==> config.mk <==
export PLATFORM = sky130hd
export DESIGN_NAME = nmea_rmc_gga_fix_parser_top
export DESIGN_NICKNAME = d
export VERILOG_FILES = /design/src/sv/nrgp_pkg.sv /design/src/sv/nmea_rmc_gga_fix_parser_top.sv
export SDC_FILE = /design/constraint.sdc
export NUM_CORES = 2
export LEC_CHECK = 0
export ABC_AREA = 1
export BUFFER_PORTS_ARGS = -buffer_cell sky130_fd_sc_hd__buf_2
export CORE_UTILIZATION = 30
export DETAILED_ROUTE_END_ITERATION = 12
export PLACE_DENSITY = 0.51
export SETUP_SLACK_MARGIN = 0.15
export SYNTH_ARGS = -nofsm -noshare
export SYNTH_HDL_FRONTEND = slang
export SYNTH_SLANG_ARGS = --single-unit
==> constraint.sdc <==
create_clock -name clk_i -period 14.04 [get_ports clk_i]
set_clock_uncertainty 0.2 [all_clocks]
set_input_delay 2.808 -clock clk_i [delete_from_list [all_inputs] [get_ports clk_i]]
set_output_delay 2.808 -clock clk_i [all_outputs]
set_load 0.005 [all_outputs]
==> src/sv/nrgp_pkg.sv <==
// Package for the NMEA RMC/GGA fix parser: character codes, caps, header and
// sentence codes, and small helpers.
// No dependencies.
package nrgp_pkg;

  localparam int unsigned MaxSentenceLenDefault = 256;

  // ASCII characters of interest
  localparam logic [7:0] ChDollar = 8'h24;
  localparam logic [7:0] ChLf     = 8'h0A;
  localparam logic [7:0] ChCr     = 8'h0D;
  localparam logic [7:0] ChComma  = 8'h2C;
  localparam logic [7:0] ChStar   = 8'h2A;
  localparam logic [7:0] ChDot    = 8'h2E;
  localparam logic [7:0] ChMinus  = 8'h2D;
  localparam logic [7:0] ChZero   = 8'h30;
  localparam logic [7:0] ChNine   = 8'h39;
  localparam logic [7:0] ChA      = 8'h41;
  localparam logic [7:0] ChC      = 8'h43;
  localparam logic [7:0] ChG      = 8'h47;
  localparam logic [7:0] ChM      = 8'h4D;
  localparam logic [7:0] ChN      = 8'h4E;
  localparam logic [7:0] ChP      = 8'h50;
  localparam logic [7:0] ChR      = 8'h52;
  localparam logic [7:0] ChS      = 8'h53;
  localparam logic [7:0] ChW      = 8'h57;

  // header match progress
  localparam logic [3:0] HdrIdle   = 4'd0;
  localparam logic [3:0] HdrDollar = 4'd1;
  localparam logic [3:0] HdrG      = 4'd2;
  localparam logic [3:0] HdrTalker = 4'd3;
  localparam logic [3:0] HdrR      = 4'd4;
  localparam logic [3:0] HdrRM     = 4'd5;
  localparam logic [3:0] HdrG2     = 4'd6;
  localparam logic [3:0] HdrGG     = 4'd7;
  localparam logic [3:0] HdrDone   = 4'd8;

  // sentence type
  localparam logic [1:0] StNone = 2'd0;
  localparam logic [1:0] StRmc  = 2'd1;
  localparam logic [1:0] StGga  = 2'd2;

  localparam logic [4:0] FieldLast = 5'd31;

  localparam logic [29:0] IntCap     = 30'd999999999;
  localparam logic [29:0] SixCap     = 30'd999999;
  localparam logic [27:0] LatMax     = 28'd54000000;
  localparam logic [27:0] LonMax     = 28'd108000000;
  localparam logic [36:0] SpeedMax   = 37'd999999;
  localparam logic [36:0] CourseMax  = 37'd36000;
  localparam logic [29:0] SatsMax    = 30'd99;
  localparam logic [33:0] AltMax     = 34'd1000000;
  localparam logic [33:0] AltMinMag  = 34'd100000;
  localparam logic [18:0] TimeMax    = 19'd86399;
  localparam logic [11:0] YearBase   = 12'd1999;

  // two BCD digits to binary
  function automatic logic [6:0] bcd2(input logic [3:0] hi, input logic [3:0] lo);
    bcd2 = 7'(hi * 7'd10) + 7'(lo);
  endfunction

endpackage

==> src/sv/nmea_rmc_gga_fix_parser_top.sv <==
// Top level of the NMEA RMC/GGA fix parser: byte input stage, sentence and
// field state, fix record and result register. Depends on nrgp_pkg.
// A byte is registered in the input stage and then processed; the record word
//   for a line feed is registered in the result register and shown on m_axis.
// Throughput: one byte per cycle; only a held result word with m_axis_tready
//   low stalls the input, and only when the next byte would emit a word.
// Reset (rst_ni low, asynchronous): idle, no sentence, empty record, no word.
module nmea_rmc_gga_fix_parser_top #(
  parameter int unsigned MAX_SENTENCE_LEN = nrgp_pkg::MaxSentenceLenDefault
) (
  input  logic         clk_i,
  input  logic         rst_ni,
  input  logic         s_axis_tvalid,
  output logic         s_axis_tready,
  input  logic [7:0]   s_axis_tdata,   // [7:0] rx_byte
  output logic         m_axis_tvalid,
  input  logic         m_axis_tready,
  // [0] fix_valid, [17:1] utc_seconds, [22:18] day_of_month,
  // [26:23] month_number, [38:27] full_year, [65:39] latitude,
  // [93:66] longitude, [113:94] ground_speed, [129:114] ground_course,
  // [136:130] satellites, [157:137] altitude, [159:158] zero
  output logic [159:0] m_axis_tdata,
  output logic         m_axis_tuser    // [0] sentence_kind (0 RMC, 1 GGA)
);

  localparam int unsigned CisW = $clog2(MAX_SENTENCE_LEN);
  localparam logic [CisW-1:0] CisLast = CisW'(MAX_SENTENCE_LEN - 1);

  // ---------------- input stage ----------------
  logic       in_vld_q;
  logic [7:0] in_byte_q;
  logic       advance, emits;

  // ---------------- parser state ----------------
  logic [3:0]      hdr_q, hdr_d;
  logic [1:0]      stype_q, stype_d;
  logic [4:0]      fnum_q, fnum_d;
  logic [CisW-1:0] cis_q, cis_d;
  // field accumulation: full integer, its last six digits, integer / 100
  // clamped to 255, and up to four fraction digits
  logic [29:0]      iacc_q, iacc_d;
  logic [5:0][3:0]  bcd_q, bcd_d;
  logic [7:0]       hi2_q, hi2_d;
  logic [3:0][3:0]  frc_q, frc_d;
  logic [2:0]       fcnt_q, fcnt_d;
  logic             neg_q, neg_d, infr_q, infr_d, idig_q, idig_d;
  logic [7:0]       first_q, first_d;
  logic             fch_q, fch_d;
  logic             fill_lat_q, fill_lat_d, fill_lon_q, fill_lon_d;

  // ---------------- fix record ----------------
  logic [16:0]        time_q, time_d;
  logic [4:0]         day_q, day_d;
  logic [3:0]         mon_q, mon_d;
  logic [6:0]         yy_q, yy_d;     // two-digit year plus one, 0 if absent
  logic signed [26:0] lat_q, lat_d;
  logic signed [27:0] lon_q, lon_d;
  logic [19:0]        spd_q, spd_d;
  logic [15:0]        crs_q, crs_d;
  logic [6:0]         sats_q, sats_d;
  logic [20:0]        alt_q, alt_d;
  logic [1:0]         stat_q, stat_d; // [0] set, [1] valid

  // ---------------- field values, from the current field ----------------
  logic        big;
  logic [6:0]  v_hh, v_mm, v_ss;
  logic [18:0] t_raw;
  logic [16:0] t_val;
  logic [13:0] frac4;
  logic [27:0] pos_m;
  logic [27:0] lat_val, lon_val;
  logic [36:0] hund;
  logic [19:0] spd_val;
  logic [15:0] crs_val;
  logic [33:0] alt_m;
  logic [20:0] alt_val;
  logic [6:0]  sats_val;
  logic        first_a, first_s, first_w;

  always_comb begin
    big   = iacc_q > nrgp_pkg::SixCap;
    v_hh  = nrgp_pkg::bcd2(bcd_q[5], bcd_q[4]);
    v_mm  = nrgp_pkg::bcd2(bcd_q[3], bcd_q[2]);
    v_ss  = nrgp_pkg::bcd2(bcd_q[1], bcd_q[0]);
    t_raw = 19'(v_hh * 19'd3600) + 19'(v_mm * 19'd60) + 19'(v_ss);
    t_val = (big || t_raw > nrgp_pkg::TimeMax) ? 17'(nrgp_pkg::TimeMax) : t_raw[16:0];
    frac4 = 14'(frc_q[0] * 14'd1000) + 14'(frc_q[1] * 14'd100)
          + 14'(frc_q[2] * 14'd10) + 14'(frc_q[3]);
    // i/100 above 255 saturates either way
    pos_m = 28'(hi2_q * 28'd600000) + 28'(v_ss * 28'd10000) + 28'(frac4);
    lat_val = neg_q ? '0 : (pos_m > nrgp_pkg::LatMax ? nrgp_pkg::LatMax : pos_m);
    lon_val = neg_q ? '0 : (pos_m > nrgp_pkg::LonMax ? nrgp_pkg::LonMax : pos_m);
    hund    = 37'(iacc_q * 37'd100) + 37'(nrgp_pkg::bcd2(frc_q[0], frc_q[1]));
    spd_val = neg_q ? '0 : (hund > nrgp_pkg::SpeedMax ? 20'(nrgp_pkg::SpeedMax) : hund[19:0]);
    crs_val = neg_q ? '0 : (hund > nrgp_pkg::CourseMax ? 16'(nrgp_pkg::CourseMax)
                                                     : hund[15:0]);
    alt_m   = 34'(iacc_q * 34'd10) + 34'(frc_q[0]);
    if (neg_q) begin
      alt_val = 21'(0) - (alt_m > nrgp_pkg::AltMinMag ? 21'(nrgp_pkg::AltMinMag) : alt_m[20:0]);
    end else begin
      alt_val = alt_m > nrgp_pkg::AltMax ? 21'(nrgp_pkg::AltMax) : alt_m[20:0];
    end
    sats_val = neg_q ? '0 : (iacc_q > nrgp_pkg::SatsMax ? 7'(nrgp_pkg::SatsMax) : iacc_q[6:0]);
    first_a  = fch_q && first_q == nrgp_pkg::ChA;
    first_s  = fch_q && first_q == nrgp_pkg::ChS;
    first_w  = fch_q && first_q == nrgp_pkg::ChW;
  end

  // ---------------- field finish: record update ----------------
  logic       fin;        // evaluate the current field this byte
  logic [6:0] dd, mm;

  always_comb begin
    time_d = time_q; day_d = day_q; mon_d = mon_q; yy_d = yy_q;
    lat_d = lat_q; lon_d = lon_q; spd_d = spd_q; crs_d = crs_q;
    sats_d = sats_q; alt_d = alt_q; stat_d = stat_q;
    fill_lat_d = fill_lat_q; fill_lon_d = fill_lon_q;
    dd = big ? 7'd99 : v_hh;
    mm = big ? 7'd99 : v_mm;
    if (fin && stype_q == nrgp_pkg::StRmc) begin
      case (fnum_q)
        5'd1: time_d = t_val;
        5'd2: stat_d = {first_a, 1'b1};
        5'd3: begin lat_d = $signed(lat_val[26:0]); fill_lat_d = 1'b1; end
        5'd4: if (fill_lat_q && first_s) lat_d = -lat_q;
        5'd5: begin lon_d = $signed(lon_val); fill_lon_d = 1'b1; end
        5'd6: if (fill_lon_q && first_w) lon_d = -lon_q;
        5'd7: spd_d = spd_val;
        5'd8: crs_d = crs_val;
        5'd9: if (idig_q) begin
          day_d = dd > 7'd31 ? 5'd31 : dd[4:0];
          mon_d = mm > 7'd12 ? 4'd12 : mm[3:0];
          yy_d  = (big ? 7'd99 : v_ss) + 7'd1;
        end
        default: ;
      endcase
    end else if (fin && stype_q == nrgp_pkg::StGga) begin
      case (fnum_q)
        5'd1: if (time_q == '0) time_d = t_val;
        5'd2: if (lat_q == '0) begin lat_d = $signed(lat_val[26:0]); fill_lat_d = 1'b1; end
        5'd3: if (fill_lat_q && first_s) lat_d = -lat_q;
        5'd4: if (lon_q == '0) begin lon_d = $signed(lon_val); fill_lon_d = 1'b1; end
        5'd5: if (fill_lon_q && first_w) lon_d = -lon_q;
        5'd6: if (!stat_q[0]) stat_d = {!neg_q && iacc_q != '0, 1'b1};
        5'd7: sats_d = sats_val;
        5'd9: alt_d = alt_val;
        default: ;
      endcase
    end
  end

  // ---------------- byte step ----------------
  logic [7:0]  c;
  logic        is_digit;
  logic [3:0]  dig;
  logic [33:0] t_int;
  logic [11:0] hi2_n;
  logic        clr_field, clr_rec, live;

  always_comb begin
    c        = in_byte_q;
    is_digit = c >= nrgp_pkg::ChZero && c <= nrgp_pkg::ChNine;
    dig      = 4'(c - nrgp_pkg::ChZero);
    t_int    = 34'(iacc_q * 34'd10) + 34'(dig);
    hi2_n    = 12'(hi2_q * 12'd10) + 12'(bcd_q[1]);

    hdr_d = hdr_q; stype_d = stype_q; fnum_d = fnum_q; cis_d = cis_q;
    iacc_d = iacc_q; bcd_d = bcd_q; hi2_d = hi2_q; frc_d = frc_q; fcnt_d = fcnt_q;
    neg_d = neg_q; infr_d = infr_q; idig_d = idig_q; first_d = first_q; fch_d = fch_q;
    fin = 1'b0; clr_field = 1'b0; clr_rec = 1'b0; emits = 1'b0;
    live = 1'b0;

    if (c == nrgp_pkg::ChDollar) begin
      hdr_d = nrgp_pkg::HdrDollar; stype_d = nrgp_pkg::StNone; fnum_d = '0;
      cis_d = CisW'(1); clr_field = 1'b1;
    end else if (c == nrgp_pkg::ChLf) begin
      fin   = 1'b1;
      emits = stype_q != nrgp_pkg::StNone;
      hdr_d = nrgp_pkg::HdrIdle; stype_d = nrgp_pkg::StNone; fnum_d = '0;
      cis_d = '0; clr_field = 1'b1;
    end else if (hdr_q != nrgp_pkg::HdrIdle && cis_q < CisLast) begin
      cis_d = cis_q + CisW'(1);
      live  = 1'b1;
    end

    if (live && stype_q == nrgp_pkg::StNone) begin
      case (hdr_q)
        nrgp_pkg::HdrDollar: hdr_d = c == nrgp_pkg::ChG ? nrgp_pkg::HdrG : nrgp_pkg::HdrIdle;
        nrgp_pkg::HdrG: hdr_d = (c == nrgp_pkg::ChP || c == nrgp_pkg::ChN)
                                ? nrgp_pkg::HdrTalker : nrgp_pkg::HdrIdle;
        nrgp_pkg::HdrTalker: hdr_d = c == nrgp_pkg::ChR ? nrgp_pkg::HdrR
                                   : c == nrgp_pkg::ChG ? nrgp_pkg::HdrG2 : nrgp_pkg::HdrIdle;
        nrgp_pkg::HdrR: hdr_d = c == nrgp_pkg::ChM ? nrgp_pkg::HdrRM : nrgp_pkg::HdrIdle;
        nrgp_pkg::HdrRM: begin
          hdr_d = nrgp_pkg::HdrIdle;
          if (c == nrgp_pkg::ChC) begin
            hdr_d = nrgp_pkg::HdrDone; stype_d = nrgp_pkg::StRmc; clr_rec = 1'b1;
          end
        end
        nrgp_pkg::HdrG2: hdr_d = c == nrgp_pkg::ChG ? nrgp_pkg::HdrGG : nrgp_pkg::HdrIdle;
        nrgp_pkg::HdrGG: begin
          hdr_d = nrgp_pkg::HdrIdle;
          if (c == nrgp_pkg::ChA) begin
            hdr_d = nrgp_pkg::HdrDone; stype_d = nrgp_pkg::StGga;
          end
        end
        default: hdr_d = nrgp_pkg::HdrIdle;
      endcase
    end else if (live) begin
      if (c == nrgp_pkg::ChComma) begin
        fin = 1'b1; clr_field = 1'b1;
        if (fnum_q < nrgp_pkg::FieldLast) fnum_d = fnum_q + 5'd1;
      end else if (c == nrgp_pkg::ChStar || c == nrgp_pkg::ChCr) begin
        fin = 1'b1; clr_field = 1'b1; fnum_d = nrgp_pkg::FieldLast;
      end else begin
        if (!fch_q) begin
          first_d = c;
          if (c == nrgp_pkg::ChMinus) neg_d = 1'b1;
        end
        fch_d = 1'b1;
        if (is_digit) begin
          if (infr_q) begin
            if (fcnt_q < 3'd4) begin
              frc_d[fcnt_q[1:0]] = dig;
              fcnt_d = fcnt_q + 3'd1;
            end
          end else begin
            idig_d = 1'b1;
            if (t_int > 34'(nrgp_pkg::IntCap)) begin
              iacc_d = nrgp_pkg::IntCap;
              bcd_d  = {6{4'd9}};
              hi2_d  = 8'd255;
            end else begin
              iacc_d = t_int[29:0];
              bcd_d  = {bcd_q[4:0], dig};
              hi2_d  = hi2_n > 12'd255 ? 8'd255 : hi2_n[7:0];
            end
          end
        end else if (c == nrgp_pkg::ChDot) begin
          infr_d = 1'b1;
        end
      end
    end

    if (clr_field) begin
      iacc_d = '0; bcd_d = '0; hi2_d = '0; frc_d = '0; fcnt_d = '0;
      neg_d = 1'b0; infr_d = 1'b0; idig_d = 1'b0; first_d = '0; fch_d = 1'b0;
    end
  end

  // ---------------- handshake ----------------
  logic word_en;
  assign advance       = in_vld_q && (!(emits) || !m_axis_tvalid || m_axis_tready);
  assign s_axis_tready = !in_vld_q || advance;
  assign word_en       = advance && emits;

  always_ff @(posedge clk_i or negedge rst_ni) begin
    if (!rst_ni) begin
      in_vld_q <= 1'b0;
    end else if (s_axis_tready) begin
      in_vld_q <= s_axis_tvalid;
    end
  end

  always_ff @(posedge clk_i) begin
    if (s_axis_tready && s_axis_tvalid) begin
      in_byte_q <= s_axis_tdata;
    end
  end

  // parser state and record
  always_ff @(posedge clk_i or negedge rst_ni) begin
    if (!rst_ni) begin
      hdr_q <= nrgp_pkg::HdrIdle; stype_q <= nrgp_pkg::StNone; fnum_q <= '0; cis_q <= '0;
      iacc_q <= '0; bcd_q <= '0; hi2_q <= '0; frc_q <= '0; fcnt_q <= '0;
      neg_q <= 1'b0; infr_q <= 1'b0; idig_q <= 1'b0; first_q <= '0; fch_q <= 1'b0;
      fill_lat_q <= 1'b0; fill_lon_q <= 1'b0;
      time_q <= '0; day_q <= '0; mon_q <= '0; yy_q <= '0; lat_q <= '0; lon_q <= '0;
      spd_q <= '0; crs_q <= '0; sats_q <= '0; alt_q <= '0; stat_q <= '0;
    end else if (advance) begin
      hdr_q <= hdr_d; stype_q <= stype_d; fnum_q <= fnum_d; cis_q <= cis_d;
      iacc_q <= iacc_d; bcd_q <= bcd_d; hi2_q <= hi2_d; frc_q <= frc_d; fcnt_q <= fcnt_d;
      neg_q <= neg_d; infr_q <= infr_d; idig_q <= idig_d; first_q <= first_d; fch_q <= fch_d;
      if (in_byte_q == nrgp_pkg::ChDollar) begin
        fill_lat_q <= 1'b0; fill_lon_q <= 1'b0;
      end else begin
        fill_lat_q <= fill_lat_d; fill_lon_q <= fill_lon_d;
      end
      if (clr_rec) begin
        // RMC header: start from an empty record
        time_q <= '0; day_q <= '0; mon_q <= '0; yy_q <= '0; lat_q <= '0; lon_q <= '0;
        spd_q <= '0; crs_q <= '0; sats_q <= '0; alt_q <= '0; stat_q <= '0;
      end else begin
        time_q <= time_d; day_q <= day_d; mon_q <= mon_d; yy_q <= yy_d;
        lat_q <= lat_d; lon_q <= lon_d; spd_q <= spd_d; crs_q <= crs_d;
        sats_q <= sats_d; alt_q <= alt_d; stat_q <= stat_d;
      end
    end
  end

  // ---------------- result register ----------------
  logic [11:0] year_w;
  assign year_w = yy_d != '0 ? nrgp_pkg::YearBase + 12'(yy_d) : 12'd0;

  always_ff @(posedge clk_i or negedge rst_ni) begin
    if (!rst_ni) begin
      m_axis_tvalid <= 1'b0;
    end else if (word_en) begin
      m_axis_tvalid <= 1'b1;
    end else if (m_axis_tready) begin
      m_axis_tvalid <= 1'b0;
    end
  end

  always_ff @(posedge clk_i) begin
    if (word_en) begin
      m_axis_tuser <= stype_q == nrgp_pkg::StGga;
      m_axis_tdata <= {2'b00, alt_d, sats_d, crs_d, spd_d, lon_d, lat_d,
                       year_w, mon_d, day_d, time_d, stat_d[1]};
    end
  end

  // ---------------- checks ----------------
  a_done_has_type: assert property (@(posedge clk_i) disable iff (!rst_ni)
    (hdr_q == nrgp_pkg::HdrDone) == (stype_q != nrgp_pkg::StNone))
    else $error("header state and sentence type disagree");

  a_word_from_lf: assert property (@(posedge clk_i) disable iff (!rst_ni)
    word_en |-> (in_byte_q == nrgp_pkg::ChLf))
    else $error("word emitted for a byte other than line feed");

  a_cis_bound: assert property (@(posedge clk_i) disable iff (!rst_ni)
    cis_q <= CisLast)
    else $error("character count beyond sentence length");

  a_no_overwrite: assert property (@(posedge clk_i) disable iff (!rst_ni)
    (m_axis_tvalid && !m_axis_tready) |-> !word_en)
    else $error("pending word overwritten");

endmodule
# Word-level counts from Yosys, hierarchy flattened
# Index checks and enable logic that the tools add are counted.
dict set report word_totals {
  in_bits 12
  register_bits 437
  word_cells 412
}
dict set report classes {
  n_addsub 24
  order_cmp 20
  eq_ne 44
  reduce_logical 60
  mux 208
  multipliers 14
}
# cell n
set ops {}
lappend ops {{two-way mux 30 bit} 8}
lappend ops {{two-way mux 16 bit} 13}
lappend ops {{two-way mux 28 bit} 7}
lappend ops {{two-way mux 24 bit} 8}
lappend ops {{two-way mux 27 bit} 7}
lappend ops {{two-way mux 21 bit} 7}
lappend ops {{two-way mux 8 bit} 18}
lappend ops {{two-way mux 17 bit} 7}
lappend ops {{one-hot mux 28 bit (2 select lines)} 2}
lappend ops {{one-hot mux 27 bit (2 select lines)} 2}
lappend ops {{two-way mux 20 bit} 5}
lappend ops {{two-way mux 7 bit} 13}
lappend ops {{== test 8 x 7 -> 1 bit, second input constant} 10}
lappend ops {{adder 34 x 4 -> 34 bit} 2}
lappend ops {{two-way mux 5 bit} 12}
lappend ops {{two-way mux 1 bit} 59}
lappend ops {{two-way mux 4 bit} 11}
lappend ops {{== test 8 x 6 -> 1 bit, second input constant} 5}
lappend ops {{adder 37 x 7 -> 37 bit} 1}
lappend ops {{greater-than comparator 37 x 16 -> 1 bit, second input constant} 1}
lappend ops {{greater-than comparator 37 x 20 -> 1 bit, second input constant} 1}
lappend ops {{two-way mux 3 bit} 12}
lappend ops {{multiplier 30 x 5 -> 35 bit, second input constant} 1}
lappend ops {{greater-than comparator 34 x 17 -> 1 bit, second input constant} 1}
lappend ops {{other kinds (82)} 157}

# Logic depth before layout (Yosys ltp)
dict set report logic_depth {
  word_depth 13
  ltp_mapped 48
  mapped_depth_nobuf 47
}

# Worst setup path before layout
# Ideal clock, no wire load.
dict set report synth_timing {
  kind {register -> register}
  startpoint {register frc_q[1] (netlist name)}
  endpoint {register m_axis_tdata[75], data pin}
  n_path_buf 1
  setup_slack_ns 6.442
  period_less_slack_ns 7.598
  path_stages_with_launch 43
  required_time_ns 13.589
  arrival_ns 7.147
  setup_time_ns 0.251
  path_cell_list {dfrtp_1 fa_1 inv_1 fa_1 inv_1 ha_1 a21oi_1 o21bai_1 xor2_1 inv_1 ha_1 ha_1 ha_1 inv_1 o31ai_1 nand2_1 nand2_1 a21oi_1 [7 not listed] nand3b_1 o2111ai_1 nand3_1 nand2_1 nand2_1 nand2_1 a21o_1 nand2_1 nor2_1 xor2_1 inv_1 nand4_1 clkbuf_1 nand3_1 nand3_1 nand2_1 nand2_1 inv_1}
}
dict set report synth_via {
  elab_chain_cells 12
  word_cells_on_any_way 13
  cone_classes {add/sub: 4; mul: 1; order compare: 1; mux: 7}
}
# element line
set synth_rtl {}
lappend synth_rtl {{start: declaration} nmea_rmc_gga_fix_parser_top.sv:44} ;# logic [3:0][3:0] frc_q, frc_d;
lappend synth_rtl {{start signal: assignment} nmea_rmc_gga_fix_parser_top.sv:275} ;# iacc_q <= '0; bcd_q <= '0; hi2_q <= '0; frc_q <= '0; fcnt_q <= '0;
lappend synth_rtl {{start signal: assignment} nmea_rmc_gga_fix_parser_top.sv:282} ;# iacc_q <= iacc_d; bcd_q <= bcd_d; hi2_q <= hi2_d; frc_q <= frc_d; fcnt_q <= fcnt_d;
lappend synth_rtl {{multiplier 4 x 7 -> 11 bit *} nmea_rmc_gga_fix_parser_top.sv:87} ;# frac4 = 14'(frc_q[0] * 14'd1000) + 14'(frc_q[1] * 14'd100)
lappend synth_rtl {{adder 14 x 11 -> 14 bit *} nmea_rmc_gga_fix_parser_top.sv:87}
lappend synth_rtl {{adder 14 x 8 -> 14 bit *} nmea_rmc_gga_fix_parser_top.sv:88} ;# + 14'(frc_q[2] * 14'd10) + 14'(frc_q[3]);
lappend synth_rtl {{adder 14 x 4 -> 14 bit *} nmea_rmc_gga_fix_parser_top.sv:88}
lappend synth_rtl {{adder 28 x 14 -> 28 bit *} nmea_rmc_gga_fix_parser_top.sv:90} ;# pos_m = 28'(hi2_q * 28'd600000) + 28'(v_ss * 28'd10000) + 28'(frac4);
lappend synth_rtl {{greater-than comparator 28 x 27 -> 1 bit} nmea_rmc_gga_fix_parser_top.sv:92} ;# lon_val = neg_q ? '0 : (pos_m > nrgp_pkg::LonMax ? nrgp_pkg::LonMax : pos_m);
lappend synth_rtl {{two-way mux 28 bit * (2 in series)} nmea_rmc_gga_fix_parser_top.sv:92}
lappend synth_rtl {{two-way mux 28 bit} nmea_rmc_gga_fix_parser_top.sv:142} ;# 5'd4: if (lon_q == '0) begin lon_d = $signed(lon_val); fill_lon_d = 1'b1; end
lappend synth_rtl {{one-hot mux 28 bit (2 select lines)} nmea_rmc_gga_fix_parser_top.sv:138} ;# case (fnum_q)
lappend synth_rtl {{two-way mux 28 bit} nmea_rmc_gga_fix_parser_top.sv:137} ;# end else if (fin && stype_q == nrgp_pkg::StGga) begin
lappend synth_rtl {{two-way mux 28 bit *} nmea_rmc_gga_fix_parser_top.sv:120} ;# if (fin && stype_q == nrgp_pkg::StRmc) begin
lappend synth_rtl {{named net lon_d[9]} nmea_rmc_gga_fix_parser_top.sv:57} ;# logic signed [27:0] lon_q, lon_d;
lappend synth_rtl {{end signal: assignment} nmea_rmc_gga_fix_parser_top.sv:318} ;# m_axis_tdata <= {2'b00, alt_d, sats_d, crs_d, spd_d, lon_d, lat_d,
lappend synth_rtl {{end: declaration} nmea_rmc_gga_fix_parser_top.sv:22} ;# output logic [159:0] m_axis_tdata,
# The timed path passes the listed nets; every way through them passes the cells marked *.
# A chain may end at the register's enable or synchronous reset.

# Final worst setup path
dict set report layout_timing {
  startpoint {register frc_q[1] (netlist name)}
  endpoint {register m_axis_tdata[47], data pin}
}
dict set report layout_via {
  elab_chain_cells 12
  word_cells_on_any_way 13
  cone_classes {add/sub: 4; mul: 1; order compare: 1; mux: 7}
}
# element line
set layout_rtl {}
lappend layout_rtl {{multiplier 4 x 7 -> 11 bit *} nmea_rmc_gga_fix_parser_top.sv:87}
lappend layout_rtl {{adder 14 x 11 -> 14 bit *} nmea_rmc_gga_fix_parser_top.sv:87}
lappend layout_rtl {{adder 14 x 8 -> 14 bit *} nmea_rmc_gga_fix_parser_top.sv:88}
lappend layout_rtl {{adder 14 x 4 -> 14 bit *} nmea_rmc_gga_fix_parser_top.sv:88}
lappend layout_rtl {{adder 28 x 14 -> 28 bit *} nmea_rmc_gga_fix_parser_top.sv:90}
lappend layout_rtl {{greater-than comparator 28 x 26 -> 1 bit} nmea_rmc_gga_fix_parser_top.sv:91} ;# lat_val = neg_q ? '0 : (pos_m > nrgp_pkg::LatMax ? nrgp_pkg::LatMax : pos_m);
lappend layout_rtl {{two-way mux 27 bit * (2 in series)} nmea_rmc_gga_fix_parser_top.sv:91}
lappend layout_rtl {{two-way mux 27 bit} nmea_rmc_gga_fix_parser_top.sv:140} ;# 5'd2: if (lat_q == '0) begin lat_d = $signed(lat_val[26:0]); fill_lat_d = 1'b1; end
lappend layout_rtl {{one-hot mux 27 bit (2 select lines)} nmea_rmc_gga_fix_parser_top.sv:138}
lappend layout_rtl {{two-way mux 27 bit} nmea_rmc_gga_fix_parser_top.sv:137}
lappend layout_rtl {{two-way mux 27 bit *} nmea_rmc_gga_fix_parser_top.sv:120}
lappend layout_rtl {{named net lat_d[8]} nmea_rmc_gga_fix_parser_top.sv:56} ;# logic signed [26:0] lat_q, lat_d;
# Marked as above.

==> metrics list <==
- Starting density of the core: 30.3%
* Routing layer with the top usage in global route: met2
* Most area-consuming cells after synthesis: dfrtp_1, ha_1, nand2_1, edfxtp_1, inv_1
- Setup violations remaining at the end of the flow were counted as 0.
- Number of warnings printed during yosys synthesis: 0
* X dimension of the die: 381 um
- Worst setup path category: flop to flop
- The via count of the first global-routing pass is 38.1k.
- Dividing the detail-routed via count by the number of cells gives 4.92.
- Number of sinks driven by the clock tree: 436
- TritonCTS Buffers: 56
* Core region area: 142,000 um^2
- Net count of the finished layout: 6,664
- The worst setup path is captured at a flop.
- After synthesis, flip-flops and latches occupy 27.3% of the total area.
- The die covers 145,000 um^2.
- Syn Inst Count: 5,954
- In this run the deepest clock path goes through 3 buffers.
* Routability-driven placement congestion ratio: 0.905
* Register bit total from synthesis: 436
- Detail Placement HPWL: 108 mm
* Number of antenna violations at the first check in global routing: 3
- Commonest cells post-synth: nand2_1, inv_1, ha_1, nor2_1, nand3_1
- For the worst setup path, the data required time is 14,240 ps.
* Hold Fails Final Rpt: 0
- The worst pin sits at a relative slew slack of 16.1%.
* Number of design rule violations left after detail routing: 0
- TritonCTS built the clock tree.
- For this run, the detailed router's first-pass iteration total came to 6.
* Result of the run: finished, final reports clean
* Max Cap Violations: 0
- Cell occurring most often along the worst timing path: nand2_1
- WHS: 277 ps
- Setup bufs post-CTS: 0
- Maximum number of pins on one net before global-route repair: 99
* Type of the tightest min-delay check: flop to flop
* Post-Synthesis Mean Instance Area: 7.22 um^2
* Synth Cell Area: 43,000 um^2
* Via count of the routed design: 39.4k
* Area used by sequential logic in the layout: 11,700 um^2
* Multi-input gate area: 26,900 um^2
- Number of gates given a new drive strength after cts: 0
- After clock tree synthesis, the clock-pin slew on the worst setup and hold paths is 60 ps.
- After detailed routing, the average wire length per cell comes to 17.6 um.
- Clock root buffer: clkbuf_16
- Slew @ Worst Pin: 1250 ps
* Standard cell with the maximum stage delay on the critical path: fa_1
* Number of rows in the core area: 138
- Launching element type of the critical path: flop
- Count of flip-flops with a built-in enable after synthesis: 167
* Met3 track demand over resource: 1.90%
- Number of cells in the finished layout apart from fillers: 8,006
- Ys async rst share: 61.7%
* Routing usage on met1: 26.4%
- In this run the remaining antenna-violating nets after routing total 0.
- In this run the count of I/O pins placed on the die edge is 175.
- Number of library cell types mapped by synthesis: 68
* Final number of max-transition violations: 0
- Buffers placed on the I/O ports in this run total 172.
* Clk Latency, worst-skew pair: 660 ps
- Dividing the final minimum period by the clock period gives 62.2%.
- Initial DRC Count: 2,786
- For this run the aggregate overflow at the end of global routing stands at 0.
- Final cell utilization of the core: 33.8%
* Count of placed standard cells including taps: 7,898
- Most instantiated flip-flop cell in the synthesis netlist: dfrtp_1
- Data arrives at the worst endpoint at 8930 ps.
- The largest single stage delay on the critical path is 640 ps.
- For this block, the routed nets add up to 141 mm of wire.
- Worst Path Max Fanout: 17
- Number of H-tree levels: 2
- Met2 usage: 31.3%
- For this run, the total global-route usage over all layers was measured as 19.0%.
- Setup total negative slack: 0 ps
- Clock period minus worst slack: 8730 ps
- Unrepaired setup endpoints after global routing: no
- The layout has 15.4k filler cells.
* Most frequently used cell type in the post-synthesis netlist: nand2_1
* Global-route wire length before repair: 220 mm
- The top cell type by area accounts for 15.7% of the synthesized area.
- After clock tree synthesis, the flow added hold-fix buffers numbering 0.
* Max Clk Rate: 115 MHz
- Compared with the post-synthesis result, the final layout area differs by 11.5%.
* Height of the die: 381 um
* Yosys top cell by area: dfrtp_1
- The post-route netlist has 7.77% of its cells at a drive strength greater than 1.
## path summary, 6_finish.rpt
| path | start | to | slack (ps) | depth (start not counted) |
|---|---|---|---|---|
| setup / recovery | frc_q[1]$_DFFE_PN0P_ | m_axis_tdata[47]$_DFFE_PP_ | 5310 | 42 |
| hold / removal | spd_q[4]$_DFFE_PN0P_ | spd_q[4]$_DFFE_PN0P_ | 280 | 2 |
| setup reg to reg | frc_q[1]$_DFFE_PN0P_ | m_axis_tdata[47]$_DFFE_PP_ | 5310 | 42 |
| hold reg to reg | spd_q[4]$_DFFE_PN0P_ | spd_q[4]$_DFFE_PN0P_ | 280 | 2 |
| max in group asynchronous | rst_ni | lat_q[11]$_DFFE_PN0P_ | 9070 | 4 |
| min in group asynchronous | rst_ni | crs_q[9]$_DFFE_PN0P_ | 1870 | 1 |
## stage by stage
stage,cell area [um^2],worst slack (ps)
6_report,47900,5310
4_1_cts,47900,5320
2_1_floorplan,43000,6440
3_3_place_gp,45900,5430
3_5_place_dp,45900,5350
5_1_grt,47900,4490
## registers in the layout (all words and copies together), names as in the netlist, 2 cells and up
| name | cells |
|---|---|
| spd_q | 20 |
| time_q | 17 |
| iacc_q | 30 |
| c | 8 |
| fnum_q | 5 |
| stype_q | 2 |
| m_axis_tdata | 158 |
| mon_q | 4 |
| crs_q | 16 |
| yy_q | 7 |
| fcnt_q | 3 |
| frc_q | 16 |
| stat_q | 2 |
| sats_q | 7 |
| first_q | 8 |
| lon_q | 28 |
| hdr_q | 4 |
| cis_q | 8 |
| hi2_q | 8 |
| bcd_q | 23 |
| day_q | 5 |
| alt_q | 21 |
| lat_q | 27 |
## cell usage in the layout, fill, tap and decap left out, types with 25 or more instances in the layout
master     Yosys  layout
nand2_1     1550    1548
inv_1        947     945
ha_1         474     474
nor2_1       412     406
nand3_1      375     375
o21ai_0      280     280
dfrtp_1      269     268
a21oi_1      251     251
xor2_1       178     178
buf_2         19     171
edfxtp_1     167     167
fa_1         112     112
nor3_1       107     105
nand4_1       86      86
o22ai_1       77      77
clkbuf_16      0      57
xnor2_1       56      56
nand2_2       37      38
buf_4          6      38
a221oi_1      33      33
inv_2         29      29
nor2_2        22      28
a31oi_1       28      28
a211oi_1      27      27
o21ai_1       25      25
## cells by family after synthesis
kind of cell	share of synthesized area [%]
muxes	0.0262
buffers and inverters	10.1
AOI/OAI and AO/OA	11.6
and+or+nand+nor	27.2
other	0.00872
adders and majority gates	19.0
xor gates and xnor gates	4.81
DFF	27.3
## metal layers
layer,up-vias,routed length [um]
met2,1030,63700
met4,0,3680
met3,181,7020
li1,19666,-
met1,18550,66200
met5,-,0
## critical path: cells and delay by family, from the launching register on
family / cells / cell delay (ps)
compound gates: 7 / 1180
xor+xnor: 3 / 640
fa+ha+maj: 8 / 3270
buf+inv: 8 / 870
flops: 1 / 510
simple gates: 16 / 1810
## final cells by class
| cell class | count | area share [%] |
|---|---|---|
| clock inverter | 43 | 1.16 |
| multi-input combinational | 4380 | 56.2 |
| inverter | 982 | 7.71 |
| sequential | 436 | 24.5 |
| antenna | 2 | 0.0104 |
| tap | 1890 | 4.93 |
| timing repair buffer | 210 | 2.41 |
| clock buffer | 63 | 3.06 |
Power is left out: the tool's default activity adds up to more than one toggle a clock period on the data nets, which glitch-free logic cannot reach.
